$ cat src/hw/rtl/bcr_pkg.sv
// ----------------------------------------------------------------------------
// bcr_pkg
// Shared types and constants for the midpoint circle rasterizer.
// ----------------------------------------------------------------------------
package bcr_pkg;

    localparam int COORD_BITS = 12;
    localparam int DEC_BITS   = 16;
    localparam int PIX_BITS   = 13;

    // Input field widths and their places in the input tdata word.
    localparam int CX_BITS    = 12;
    localparam int CY_BITS    = 12;
    localparam int RAD_BITS   = 10;
    localparam int CX_LSB     = 0;
    localparam int CY_LSB     = CX_LSB + CX_BITS;
    localparam int RAD_LSB    = CY_LSB + CY_BITS;
    localparam int IN_BITS    = RAD_LSB + RAD_BITS;
    localparam int IN_TDATA_W = ((IN_BITS + 7) / 8) * 8;

    localparam int OUT_BITS    = 2 * PIX_BITS;
    localparam int OUT_TDATA_W = ((OUT_BITS + 7) / 8) * 8;

    // Wide enough for any sign extension done before a wrap.
    localparam int WIDE_W = COORD_BITS + DEC_BITS + RAD_BITS;

    // Width of the center plus offset sums in the plotter.
    localparam int SUM_W = (COORD_BITS + 1 > PIX_BITS) ? COORD_BITS + 1 : PIX_BITS;

    typedef enum logic {
        OP_START = 1'b0,
        OP_STEP  = 1'b1
    } opcode_t;

    // One set of eight points waiting to be plotted.
    typedef struct packed {
        logic signed [COORD_BITS-1:0] center_x;
        logic signed [COORD_BITS-1:0] center_y;
        logic signed [COORD_BITS-1:0] pos_x;
        logic signed [COORD_BITS-1:0] pos_y;
        logic                         done;
    } job_t;

endpackage

$ cat src/hw/rtl/bcr_front.sv
// ----------------------------------------------------------------------------
// bcr_front
// Takes start and step words, runs the decision update and pushes at most one job per word.
// ----------------------------------------------------------------------------
module bcr_front
    import bcr_pkg::*;
(
    input  logic                  clk,
    input  logic                  rst_n,
    input  logic                  in_valid,
    output logic                  in_ready,
    input  opcode_t               opcode,
    input  logic signed [CX_BITS-1:0]  center_x,
    input  logic signed [CY_BITS-1:0]  center_y,
    input  logic [RAD_BITS-1:0]   radius,
    output logic                  push,
    output job_t                  push_job,
    input  logic                  q_ready
);

    logic signed [COORD_BITS-1:0] pos_x_reg, pos_x_next;
    logic signed [COORD_BITS-1:0] pos_y_reg, pos_y_next;
    logic signed [COORD_BITS-1:0] held_cx_reg, held_cx_next;
    logic signed [COORD_BITS-1:0] held_cy_reg, held_cy_next;
    logic signed [DEC_BITS-1:0]   decision_reg, decision_next;
    logic                         active_reg, active_next;

    logic                         accept;
    logic signed [COORD_BITS-1:0] x_inc, y_dec;
    logic signed [COORD_BITS:0]   diff;
    logic signed [WIDE_W-1:0]     diff_ext, x_ext, cx_ext, cy_ext;
    logic [WIDE_W-1:0]            r_ext;
    logic [DEC_BITS-1:0]          diff_d, x_d;
    logic                         dec_pos, step_ok;

    assign in_ready = q_ready;
    assign accept   = in_valid && in_ready;

    always_comb
    begin
        x_inc    = COORD_BITS'(pos_x_reg + COORD_BITS'(1));
        y_dec    = COORD_BITS'(pos_y_reg - COORD_BITS'(1));
        diff     = (COORD_BITS+1)'(x_inc) - (COORD_BITS+1)'(y_dec);
        diff_ext = WIDE_W'(diff);
        x_ext    = WIDE_W'(x_inc);
        diff_d   = diff_ext[DEC_BITS-1:0];
        x_d      = x_ext[DEC_BITS-1:0];
        cx_ext   = WIDE_W'(center_x);
        cy_ext   = WIDE_W'(center_y);
        r_ext    = WIDE_W'(radius);
        dec_pos  = !decision_reg[DEC_BITS-1] && (decision_reg != '0);
        step_ok  = active_reg && !(pos_y_reg < pos_x_reg);

        pos_x_next    = pos_x_reg;
        pos_y_next    = pos_y_reg;
        held_cx_next  = held_cx_reg;
        held_cy_next  = held_cy_reg;
        decision_next = decision_reg;
        active_next   = active_reg;
        push          = 1'b0;

        if (accept)
        begin
            unique case (opcode)
                OP_START:
                begin
                    held_cx_next  = cx_ext[COORD_BITS-1:0];
                    held_cy_next  = cy_ext[COORD_BITS-1:0];
                    pos_x_next    = '0;
                    pos_y_next    = r_ext[COORD_BITS-1:0];
                    decision_next = DEC_BITS'(3) - {r_ext[DEC_BITS-2:0], 1'b0};
                    active_next   = 1'b1;
                    push          = 1'b1;
                end
                OP_STEP:
                begin
                    if (step_ok)
                    begin
                        pos_x_next = x_inc;
                        push       = 1'b1;
                        if (dec_pos)
                        begin
                            pos_y_next    = y_dec;
                            decision_next = decision_reg
                                          + {diff_d[DEC_BITS-3:0], 2'b00}
                                          + DEC_BITS'(10);
                        end
                        else
                        begin
                            decision_next = decision_reg
                                          + {x_d[DEC_BITS-3:0], 2'b00}
                                          + DEC_BITS'(6);
                        end
                        if (pos_y_next < pos_x_next)
                        begin
                            active_next = 1'b0;
                        end
                    end
                    else
                    begin
                        active_next = 1'b0;
                    end
                end
                default:
                begin
                    active_next = active_reg;
                end
            endcase
        end

        push_job.center_x = held_cx_next;
        push_job.center_y = held_cy_next;
        push_job.pos_x    = pos_x_next;
        push_job.pos_y    = pos_y_next;
        // A start always leaves y >= x, so done can only rise on a step.
        push_job.done     = pos_y_next < pos_x_next;
    end

    always_ff @(posedge clk or negedge rst_n)
    begin
        if (!rst_n)
        begin
            pos_x_reg    <= '0;
            pos_y_reg    <= '0;
            held_cx_reg  <= '0;
            held_cy_reg  <= '0;
            decision_reg <= '0;
            active_reg   <= 1'b0;
        end
        else
        begin
            pos_x_reg    <= pos_x_next;
            pos_y_reg    <= pos_y_next;
            held_cx_reg  <= held_cx_next;
            held_cy_reg  <= held_cy_next;
            decision_reg <= decision_next;
            active_reg   <= active_next;
        end
    end

endmodule

$ cat src/hw/rtl/bcr_queue.sv
// ----------------------------------------------------------------------------
// bcr_queue
// Two-entry job queue between the front and the back.
// ----------------------------------------------------------------------------
module bcr_queue
    import bcr_pkg::*;
(
    input  logic clk,
    input  logic rst_n,
    input  logic push,
    input  job_t push_job,
    output logic ready,
    input  logic pop,
    output logic valid,
    output job_t pop_job
);

    job_t       mem [2];
    logic       wr_ptr_reg, wr_ptr_next;
    logic       rd_ptr_reg, rd_ptr_next;
    logic [1:0] count_reg, count_next;
    logic       do_push, do_pop;

    assign ready   = (count_reg != 2'd2);
    assign valid   = (count_reg != 2'd0);
    assign pop_job = mem[rd_ptr_reg];
    assign do_push = push && ready;
    assign do_pop  = pop && valid;

    always_comb
    begin
        wr_ptr_next = do_push ? ~wr_ptr_reg : wr_ptr_reg;
        rd_ptr_next = do_pop ? ~rd_ptr_reg : rd_ptr_reg;
        count_next  = count_reg;
        if (do_push && !do_pop)
        begin
            count_next = count_reg + 2'd1;
        end
        else if (do_pop && !do_push)
        begin
            count_next = count_reg - 2'd1;
        end
    end

    always_ff @(posedge clk)
    begin
        if (do_push)
        begin
            mem[wr_ptr_reg] <= push_job;
        end
    end

    always_ff @(posedge clk or negedge rst_n)
    begin
        if (!rst_n)
        begin
            wr_ptr_reg <= 1'b0;
            rd_ptr_reg <= 1'b0;
            count_reg  <= 2'd0;
        end
        else
        begin
            wr_ptr_reg <= wr_ptr_next;
            rd_ptr_reg <= rd_ptr_next;
            count_reg  <= count_next;
        end
    end

endmodule

$ cat src/hw/rtl/bcr_back.sv
// ----------------------------------------------------------------------------
// bcr_back
// Walks the eight symmetric points of a job into a registered output word.
// ----------------------------------------------------------------------------
module bcr_back
    import bcr_pkg::*;
(
    input  logic                       clk,
    input  logic                       rst_n,
    input  logic                       q_valid,
    input  job_t                       q_job,
    output logic                       pop,
    output logic                       out_valid,
    input  logic                       out_ready,
    output logic signed [PIX_BITS-1:0] pixel_x,
    output logic signed [PIX_BITS-1:0] pixel_y,
    output logic                       last_of_step,
    output logic                       circle_done
);

    job_t                       job_reg, job_next;
    logic                       job_valid_reg, job_valid_next;
    logic [2:0]                 idx_reg, idx_next;
    logic                       out_valid_reg, out_valid_next;
    logic signed [PIX_BITS-1:0] px_reg, px_next;
    logic signed [PIX_BITS-1:0] py_reg, py_next;
    logic                       last_reg, last_next;
    logic                       done_reg, done_next;

    logic                       out_load, final_pt;
    logic signed [COORD_BITS-1:0] a, b;
    logic signed [SUM_W-1:0]    cxe, cye, ae, be, sx, sy;

    assign out_load = job_valid_reg && (!out_valid_reg || out_ready);
    assign final_pt = (idx_reg == 3'd7);
    assign pop      = q_valid && (!job_valid_reg || (out_load && final_pt));

    always_comb
    begin
        // Points 0..3 use (x, y), points 4..7 the swapped pair (y, x).
        a   = idx_reg[2] ? job_reg.pos_y : job_reg.pos_x;
        b   = idx_reg[2] ? job_reg.pos_x : job_reg.pos_y;
        cxe = SUM_W'(job_reg.center_x);
        cye = SUM_W'(job_reg.center_y);
        ae  = SUM_W'(a);
        be  = SUM_W'(b);
        sx  = idx_reg[0] ? cxe - ae : cxe + ae;
        sy  = idx_reg[1] ? cye - be : cye + be;

        job_next       = job_reg;
        job_valid_next = job_valid_reg;
        idx_next       = idx_reg;
        out_valid_next = out_valid_reg;
        px_next        = px_reg;
        py_next        = py_reg;
        last_next      = last_reg;
        done_next      = done_reg;

        if (out_valid_reg && out_ready)
        begin
            out_valid_next = 1'b0;
        end

        if (out_load)
        begin
            out_valid_next = 1'b1;
            px_next        = sx[PIX_BITS-1:0];
            py_next        = sy[PIX_BITS-1:0];
            last_next      = final_pt;
            done_next      = final_pt && job_reg.done;
            idx_next       = idx_reg + 3'd1;
            if (final_pt)
            begin
                job_valid_next = 1'b0;
            end
        end

        if (pop)
        begin
            job_next       = q_job;
            job_valid_next = 1'b1;
            idx_next       = 3'd0;
        end
    end

    always_ff @(posedge clk)
    begin
        job_reg <= job_next;
        px_reg  <= px_next;
        py_reg  <= py_next;
    end

    always_ff @(posedge clk or negedge rst_n)
    begin
        if (!rst_n)
        begin
            job_valid_reg <= 1'b0;
            idx_reg       <= 3'd0;
            out_valid_reg <= 1'b0;
            last_reg      <= 1'b0;
            done_reg      <= 1'b0;
        end
        else
        begin
            job_valid_reg <= job_valid_next;
            idx_reg       <= idx_next;
            out_valid_reg <= out_valid_next;
            last_reg      <= last_next;
            done_reg      <= done_next;
        end
    end

    assign out_valid    = out_valid_reg;
    assign pixel_x      = px_reg;
    assign pixel_y      = py_reg;
    assign last_of_step = last_reg;
    assign circle_done  = done_reg;

endmodule

$ cat src/hw/rtl/bresenham_circle_rasterizer.sv
// ----------------------------------------------------------------------------
// bresenham_circle_rasterizer
// Midpoint circle rasterizer with eight-way symmetric output.
// ----------------------------------------------------------------------------
// A start word (tuser 0) loads center and radius and a step word (tuser 1)
// advances the octant walk by one column; each of them yields eight output
// words, one per cycle while m_tready is high, the eighth marked by tlast
// and, when the circle has just closed, by tuser. A step while no circle is
// running yields nothing. The front takes words only as fast as their points
// drain; it runs the decision update in the cycle it takes a word, and a
// two-job queue lets it take up to two words ahead of the plotter. A point
// leaves through the queue, the job register and the output register.
// ----------------------------------------------------------------------------
module bresenham_circle_rasterizer
    import bcr_pkg::*;
(
    input  logic                   clk,
    input  logic                   rst_n,
    input  logic                   s_tvalid,
    output logic                   s_tready,
    input  logic [IN_TDATA_W-1:0]  s_tdata,   // center_x, center_y, radius, zero fill
    input  logic                   s_tuser,   // opcode
    output logic                   m_tvalid,
    input  logic                   m_tready,
    output logic [OUT_TDATA_W-1:0] m_tdata,   // pixel_x, pixel_y, zero fill
    output logic                   m_tuser,   // circle_done
    output logic                   m_tlast    // last_of_step
);

    logic                       push, q_ready, q_valid, pop;
    job_t                       push_job, pop_job;
    logic signed [PIX_BITS-1:0] pixel_x, pixel_y;
    opcode_t                    opcode;

    assign opcode = opcode_t'(s_tuser);

    bcr_front u_front (
        .clk      (clk),
        .rst_n    (rst_n),
        .in_valid (s_tvalid),
        .in_ready (s_tready),
        .opcode   (opcode),
        .center_x (s_tdata[CX_LSB +: CX_BITS]),
        .center_y (s_tdata[CY_LSB +: CY_BITS]),
        .radius   (s_tdata[RAD_LSB +: RAD_BITS]),
        .push     (push),
        .push_job (push_job),
        .q_ready  (q_ready)
    );

    bcr_queue u_queue (
        .clk      (clk),
        .rst_n    (rst_n),
        .push     (push),
        .push_job (push_job),
        .ready    (q_ready),
        .pop      (pop),
        .valid    (q_valid),
        .pop_job  (pop_job)
    );

    bcr_back u_back (
        .clk          (clk),
        .rst_n        (rst_n),
        .q_valid      (q_valid),
        .q_job        (pop_job),
        .pop          (pop),
        .out_valid    (m_tvalid),
        .out_ready    (m_tready),
        .pixel_x      (pixel_x),
        .pixel_y      (pixel_y),
        .last_of_step (m_tlast),
        .circle_done  (m_tuser)
    );

    assign m_tdata = {{(OUT_TDATA_W - OUT_BITS){1'b0}}, pixel_y, pixel_x};

endmodule
$ cat config.mk
export PLATFORM = sky130hd
export DESIGN_NAME = bresenham_circle_rasterizer
export DESIGN_NICKNAME = d
export VERILOG_FILES = /design/src/hw/rtl/bcr_pkg.sv /design/src/hw/rtl/bcr_front.sv /design/src/hw/rtl/bcr_queue.sv /design/src/hw/rtl/bcr_back.sv /design/src/hw/rtl/bresenham_circle_rasterizer.sv
export SDC_FILE = /design/constraint.sdc
export NUM_CORES = 1
export LEC_CHECK = 0
export BUFFER_PORTS_ARGS = -buffer_cell sky130_fd_sc_hd__buf_2
export CORE_ASPECT_RATIO = 1.1
export CORE_MARGIN = 2
export CORE_UTILIZATION = 35
export CTS_BUF_LIST = sky130_fd_sc_hd__clkbuf_2
export DETAILED_ROUTE_END_ITERATION = 7
export GPL_TIMING_DRIVEN = 1
export SYNTH_ARGS = -nofsm -noshare
export SYNTH_HDL_FRONTEND = slang
export SYNTH_SLANG_ARGS = --single-unit
$ cat constraint.sdc
create_clock -name clk -period 7.21 [get_ports clk]
set_input_delay 0.3605 -clock clk [delete_from_list [all_inputs] [get_ports clk]]
set_output_delay 0.3605 -clock clk [all_outputs]
set_load 0.05 [all_outputs]
=== Yosys cells after proc, flatten, opt, wreduce, memory -nomap -nowiden ===
Memory sizes are Yosys's and may differ from the RTL's. A register that Yosys moved wholly into a read port is not among the register bits.
Index checks and enable logic that the tools add are counted.

* Flip-flop bits (word level): 102
* Latch bits: 0
* Memory bits (writable): 98
* Memory bits (read-only): 0
* Bits of input ports: 45
* Output and inout bits: 36
* Word-level logic and storage cells: 109
* Memories kept: 1

{| class="wikitable"
|+ Memories
! name !! depth !! width !! rd ports !! clocked after Yosys merged registers in !! wr ports !! RTL line !! source
|-
| u_queue.mem || 2 || 49 || 1 || 1 || 1 || bcr_queue.sv:18 || <nowiki>job_t mem [2];</nowiki>
|}

* $add $sub $neg: 15
* Multiply operators: 0
* Div/mod/pow operators: 0
* Magnitude comparators: 3
* Equality and inequality tests: 4
* Shifts and indexed selects: 0
* Muxes and demuxes: 38
* Bitwise gates (word level): 3
* Reductions and logical operators: 29

{| class="wikitable"
|+ Operators by type and width
! operator !! number
|-
| 2-to-1 mux 12 bit || 14
|-
| one-hot mux 12 bit (2 select lines) || 2
|-
| subtractor 12 x 12 -> 13 bit || 3
|-
| < comparator 12 bit || 3
|-
| adder 16 bit || 2
|-
| 2-to-1 mux 16 bit || 2
|-
| one-hot mux 16 bit (2 select lines) || 1
|-
| adder 12 x 12 -> 13 bit || 2
|-
| 2-to-1 mux 13 bit || 2
|-
| adder 16 x 3 -> 16 bit, second input constant || 1
|-
| adder 16 x 4 -> 16 bit, second input constant || 1
|-
| nonzero test 16 bit || 1
|-
| adder 12 x 2 -> 12 bit, second input constant || 1
|-
| logical AND 1 bit || 12
|-
| subtractor 12 x 2 -> 12 bit, second input constant || 1
|-
| subtractor 2 x 11 -> 12 bit, first input constant || 1
|-
| 2-to-1 mux 1 bit || 11
|-
| nonzero test 2 bit || 5
|-
| zero test 1 bit || 6
|-
| 2-to-1 mux 3 bit || 2
|-
| AND reduction 2 bit || 3
|-
| 2-to-1 mux 2 bit || 2
|-
| one-hot mux 1 bit (2 select lines) || 2
|-
| adder 3 x 1 -> 3 bit, second input constant || 1
|-
| other kinds (8) || 11
|}

=== Logic depth before layout (Yosys ltp) ===
* Depth after elaboration: 11
* Depth in mapped cells: 22
* Gate-level depth less buffers: 22

=== Cells and area by module ===
A second synthesis with hierarchy kept.

* Cell total of the unflattened synthesis: 1337
* Area, all modules: 15185.8 um^2

{| class="wikitable"
|+ By module, submodules not included
! module !! times used !! cells each !! area an instance (um^2) !! seq. area each (um^2)
|-
| bcr_front || 1 || 777 || 6552.5 || 1626.6
|-
| bcr_back || 1 || 382 || 4600.7 || 2427.3
|-
| bcr_queue || 1 || 171 || 3983.8 || 3042.9
|-
| bresenham_circle_rasterizer || 1 || 7 || 48.8 || 0.0
|}

=== Worst setup path before layout ===
OpenSTA, ideal clock, no wires.

* Kind: register -> register
* Start point: register u_back.out_valid_reg (netlist: u_back.out_valid)
* End point: register u_queue.count_reg[1]
* Library setup time: 0.079 ns
* Data arrival time: 5.144 ns
* Required time: 7.131 ns
* Slack: 1.987 ns
* Stages on the path, launching flop included: 11
* Path buffers: 0
* Period minus slack after synthesis: 5.223 ns
* Path through: dfrtp_1 nand2b_1 nand2_1 inv_1 nand2_1 a21oi_1 inv_1 ha_1 xor2_1 nor2_1 xor2_1

* Longest elaborated chain between the ends: 10
* Elaborated cells on any way between the ends: 12
* Those cells by class: mux: 1; reduce/logical: 11

{| class="wikitable"
|+ Ends and longest elaborated chain
! what !! RTL line !! source
|-
| start, declared || bcr_back.sv:24 || <nowiki>logic out_valid_reg, out_valid_next;</nowiki>
|-
| start signal, assigned || bcr_back.sv:107 || <nowiki>out_valid_reg <= out_valid_next;</nowiki>
|-
| zero test 1 bit * || bcr_back.sv:34 || <nowiki>assign out_load = job_valid_reg && (!out_valid_reg || out_ready);</nowiki>
|-
| logical OR 1 bit * || bcr_back.sv:34 ||
|-
| logical AND 1 bit * || bcr_back.sv:34 ||
|-
| named net u_back.out_load || bcr_back.sv:30 || <nowiki>logic out_load, final_pt;</nowiki>
|-
| logical AND 1 bit * || bcr_back.sv:36 || <nowiki>assign pop = q_valid && (!job_valid_reg || (out_load && final_pt));</nowiki>
|-
| logical OR 1 bit * || bcr_back.sv:36 ||
|-
| logical AND 1 bit * || bcr_back.sv:36 ||
|-
| named net pop || bresenham_circle_rasterizer.sv:30 || <nowiki>logic push, q_ready, q_valid, pop;</nowiki>
|-
| logical AND 1 bit * || bcr_queue.sv:28 || <nowiki>assign do_pop = pop && valid;</nowiki>
|-
| zero test 1 bit || bcr_queue.sv:35 || <nowiki>if (do_push && !do_pop)</nowiki>
|-
| logical AND 1 bit || bcr_queue.sv:35 ||
|-
| 2-to-1 mux 2 bit or nonzero test 2 bit (tied branches) || - ||
|-
| end signal, assigned || bcr_queue.sv:65 || <nowiki>count_reg <= count_next;</nowiki>
|-
| end, declared || bcr_queue.sv:21 || <nowiki>logic [1:0] count_reg, count_next;</nowiki>
|}

The timed path passes the listed nets; every way through them passes the cells marked *.
A chain may end at the register's enable or synchronous reset.

=== Final worst setup path ===
* Start point: register u_front.pos_x_reg[0]
* End point: register u_front.decision_reg[15]

* Longest elaborated chain between the ends: 7
* Elaborated cells on any way between the ends: 14
* Those cells by class: add/sub: 6; order compare: 1; eq/ne: 1; mux: 3; reduce/logical: 3

{| class="wikitable"
|+ Ends and longest elaborated chain
! what !! RTL line !! source
|-
| start, declared || bcr_front.sv:21 || <nowiki>logic signed [COORD_BITS-1:0] pos_x_reg, pos_x_next;</nowiki>
|-
| start signal, assigned || bcr_front.sv:132 || <nowiki>pos_x_reg <= pos_x_next;</nowiki>
|-
| adder 12 x 2 -> 12 bit || bcr_front.sv:41 || <nowiki>x_inc = COORD_BITS'(pos_x_reg + COORD_BITS'(1));</nowiki>
|-
| subtractor 12 x 12 -> 13 bit || bcr_front.sv:43 || <nowiki>diff = (COORD_BITS+1)'(x_inc) - (COORD_BITS+1)'(y_dec);</nowiki>
|-
| adder 16 bit || bcr_front.sv:85 || <nowiki>+ {diff_d[DEC_BITS-3:0], 2'b00}</nowiki>
|-
| adder 16 x 4 -> 16 bit || bcr_front.sv:86 || <nowiki>+ DEC_BITS'(10);</nowiki>
|-
| 2-to-1 mux 16 bit || bcr_front.sv:81 || <nowiki>if (dec_pos)</nowiki>
|-
| 2-to-1 mux 16 bit || bcr_front.sv:77 || <nowiki>if (step_ok)</nowiki>
|-
| one-hot mux 16 bit (2 select lines) || bcr_front.sv:64 || <nowiki>unique case (opcode)</nowiki>
|-
| end signal, assigned || bcr_front.sv:136 || <nowiki>decision_reg <= decision_next;</nowiki>
|-
| end, declared || bcr_front.sv:25 || <nowiki>logic signed [DEC_BITS-1:0] decision_reg, decision_next;</nowiki>
|}

Parallel ways exist; a longest one is shown, timed or not. The select of a mux whose other input is x is not followed.

==> summary.txt <==
Synth
  • Mapped Area: 14650 um2
  • Fraction of the mapped netlist area in adder cells: 11.96%
  • Dominant combinational cell family by area after synthesis: compound AO/OA/AOI/OAI gates
  • FFs w/ async S/R, synth: 30.52%
  • Total of warnings raised by yosys: 0
  • Total of flip-flops plus latches after synthesis: 249
  • Fraction of synthesized cell area in xor and xnor cells: 7.003%
  • Multiplexer share of the synthesized area: 5.705%
  • Most frequently used flop master after synthesis: edfxtp_1
  • Post-synthesis simple-gate area fraction: 11.26%
  • Syn avg cell area: 11.02 um2
  • Number of synthesized flops with an enable pin: 173
  • Gate Count Post-Synth: 1330
  • Share of the synthesized area in compound gates (AO/OA/AOI/OAI): 12.03%
  • Sequential cell area fraction in the yosys report: 48.44%
  • Post-synthesis cell type count: 74

Routing
  • Total Routed Length: 33.92 mm
  • Avg Vias per Cell: 4.966
  • Drt first pass iters: 5
  • Antenna-violating nets left: 0
  • Post-route DRC: 0
  • Iter 0 DRT Violations: 423
  • Vias: 10370
  • Average detailed-routed wire length per instance: 16.25 um

STA
  • Final Hold Viols: 0
  • Post-route clock skew: 58.07 ps
  • Finish-stage setup viols: 0
  • Count of pins over their slew limit: 0
  • Max transition margin: 31.62%
  • Setup tns final: 0 ps
  • Slew at the pin with the worst max-slew slack: 1025 ps
  • Share of the clock period used by the worst path after layout: 76.27%
  • WHS: 104.5 ps
  • Achievable frequency: 181.8 MHz
  • Setup repair after global routing missed its margin: false
  • Min cycle time layout: 5499 ps

Setup path
  • Cells traversed along the worst timing path: ha_1 -> and3_1 -> and3_1 -> nand3_1 -> xnor2_1 -> ha_1 -> nand3_1 -> nand2_1 -> a41oi_1 -> nor2b_1 -> xnor2_1 -> ha_1 -> ha_1 -> o21a_1 -> a21o_1 -> a2111oi_0 -> or2_2 -> o21ai_0 -> xnor2_1 -> mux2i_1 -> a221o_1
  • Capturing point of the worst reg2reg path: u_front.decision_reg[15]
  • Critical path arrival: 6230 ps
  • Startpoint Class: flop
  • Critical path buffer and inverter count: 0
  • Worst reg2reg setup slack: 1710 ps
  • CP required: 7940 ps
  • Cell seen most often among critical-path stages: ha_1
  • Number of cells on the worst reg-to-reg path: 21
  • Kind of critical path: reg2reg
  • Delay of the slowest cell on the worst path: 570 ps
  • Slowest stage cell, crit path: dfrtp_1
  • Startpoint of the worst register-to-register path: u_front.pos_x_reg[0]
  • Crit path max-delay family: simple AND/OR/NAND/NOR gates
  • Critical Path Fanout Max: 8
  • Endpoint kind of the worst setup timing path: flop

Clock network
  • Maximum number of buffers from clock root to sink: 3
  • CTS clock-pin slew for the worst setup and hold paths: 100 ps
  • Worst-skew pair later-pin latency: 870 ps
  • CTS tree: yes
  • TritonCTS buffer count: 67
  • Clock root buffer master: clkbuf_2
  • Number of instances resized during post-cts repair: 0
  • Number of clock sinks: 249
  • H-tree levels: 3

Layout
  • Fill cells: 4051
  • Layout Nets: 1654
  • Fraction of final layout cells sized beyond drive strength 1: 17.96%
  • Fin util: 40.35%
  • Synth-to-layout area growth: 13.69%
  • Most frequent cells in the layout: 173 x edfxtp_1, 145 x nand2_1, 132 x ha_1
  • Most common cell after layout, fill and taps aside: edfxtp_1
  • Flip-flop count of the largest register after layout: 98

Run
  • Max-capacitance violation count: 0

GRT
  • Antenna violations before repair: 1
  • Vias in the first global route: 10470
  • Global-route wire length before repair: 54.06 mm
  • Global route overflow: 0
  • Overall fraction of global-route tracks in use: 15.92%
  • Maximum number of pins on one net before global-route repair: 61

Die
  • Top-level I/O count: 81
  • Y dimension of the die: 218.6 um
  • Die Area: 43510 um2
  • Width of the die: 199.1 um
  • Core outline area: 41280 um2
  • Number of rows in the core area: 78
  • Initial cell density of the core: 35.49%

Placed design
  • Count of input and output buffers: 68
  • Final HPWL from detailed placement: 24.15 mm
  • RD Place Congestion: 0.9177

Pwr
  • Power share of the combinational group: 57.9%
  • Power per cell area: 510.1 nW/um2
  • Part of the power in the clock network: 12.3%
  • Cell Int Power: 4.695 mW
  • P_sw: 3.801 mW
  • P_leak: 6.878 nW
  • Worst vdd rail ir drop: 0.3927 mV
  • Sequential fraction of design power: 29.8%
  • Switching power as a share of total power: 44.74%

Status
  • Result of the run: finished clean

Hold path
  • Hold_sp: s_tdata[28]
  • Worst Hold Path EP: u_front.decision_reg[5]
  • Class of the tightest hold or removal check: in2reg
  • Hold Path Cell Cnt: 5
[per-stage QoR]
step,power [mW],cells,worst slack (ps),instance area (um2)
final,8.496,2087,1711,16660
after floorplan,6.311,1335,1987,14670
after global placement,7.324,1925,1849,15610
after CTS,8.566,2086,1730,16650
after detailed placement,7.449,1925,1773,15610
after global routing,9.288,2087,1193,16660
[cell type report]
cell class | instances | area [um2] | area share (%)
sequential | 249 | 7099 | 42.62
multi-input combinational | 960 | 7079 | 42.50
timing repair buffer | 122 | 843.3 | 5.063
tap | 560 | 700.7 | 4.207
clock buffer | 103 | 515.5 | 3.095
inverter | 72 | 270.3 | 1.623
clock inverter | 20 | 145.1 | 0.8714
antenna | 1 | 2.502 | 0.01502
[what timing repair did]
| item | 4_1_cts | 5_1_grt |
|---|---|---|
| buffers inserted | 0 | 0 |
| hold endpoints to repair | 188 | 0 |
| hold buffers | 38 | 0 |
[Yosys cell counts (17+ instances only)]
master    number  share of area, %
nor2_1        72               1.8
a31oi_1       19              0.81
nor2b_1       17              0.73
a21o_1        17              0.87
nand2b_1      17              0.73
inv_1         70               1.8
nand2_1      145               3.7
xnor2_1       76               4.5
a21oi_1       62               2.1
clkbuf_1      32              0.82
mux2i_1       25               1.7
ha_1         132                11
nor3_1        24              0.82
mux2_2        52               4.0
xor2_1        38               2.3
dfrtp_1       76                13
o21ai_0       68               2.3
edfxtp_1     173                35
[kinds of logic (layout without fill, tap and decap cells)]
kind of cell	Yosys count	count (layout)
simple gates	349	349
buf+inv	126	317
mux	77	77
compound gates	276	276
other cells	1	7
xor+xnor	115	115
fa+ha+maj	137	137
flops	249	249
[power by group through the flow]
stage / registers, mW / logic (mW) / clock network, mW
after floorplan: 2.68 / 3.63 / 0
after global placement: 2.55 / 4.78 / 0
after detailed placement: 2.56 / 4.89 / 0
after CTS: 2.53 / 4.94 / 1.10
after global routing: 2.59 / 5.53 / 1.17
final: 2.53 / 4.92 / 1.05
[routing by layer]
| metal | routed length, um | track usage (%) | share of wire [%] | vias up |
|---|---|---|---|---|
| met4 | 777 | 6.070 | 2.3 | 0 |
| met3 | 1710 | 2.917 | 5.0 | 57 |
| met5 | 0 | 0 | 0 | - |
| met2 | 16590 | 27.43 | 49 | 255 |
| li1 | - | - | - | 5145 |
| met1 | 14840 | 19.71 | 44 | 4908 |
[how the worst max path moves through the flow]
stage	startpoint	to	slack, ps	cells past startpoint
floorplan	u_back.out_valid	u_queue.count_reg[1]	1990	10
global placement	u_front.pos_x_reg[0]	u_front.decision_reg[15]	1850	21
detailed placement	u_front.pos_x_reg[0]	u_front.decision_reg[15]	1770	21
CTS	u_front.pos_x_reg[0]	u_front.decision_reg[15]	1730	21
global route	u_front.pos_x_reg[0]	u_front.decision_reg[15]	1190	21
finish	u_front.pos_x_reg[0]	u_front.decision_reg[15]	1710	21
[worst reg2reg max path, cell delays in order (launching register included)]
cell and delay, ps:
dfrtp_1 570, ha_1 270, and3_1 210, and3_1 290, nand3_1 140, xnor2_1 470, ha_1 380, nand3_1 90
nand2_1 50, a41oi_1 220, nor2b_1 200, xnor2_1 170, ha_1 280, ha_1 400, o21a_1 180, a21o_1 180
a2111oi_0 70, or2_2 360, o21ai_0 300, xnor2_1 160, mux2i_1 90, a221o_1 300
Power figures use the tool's default switching activity.
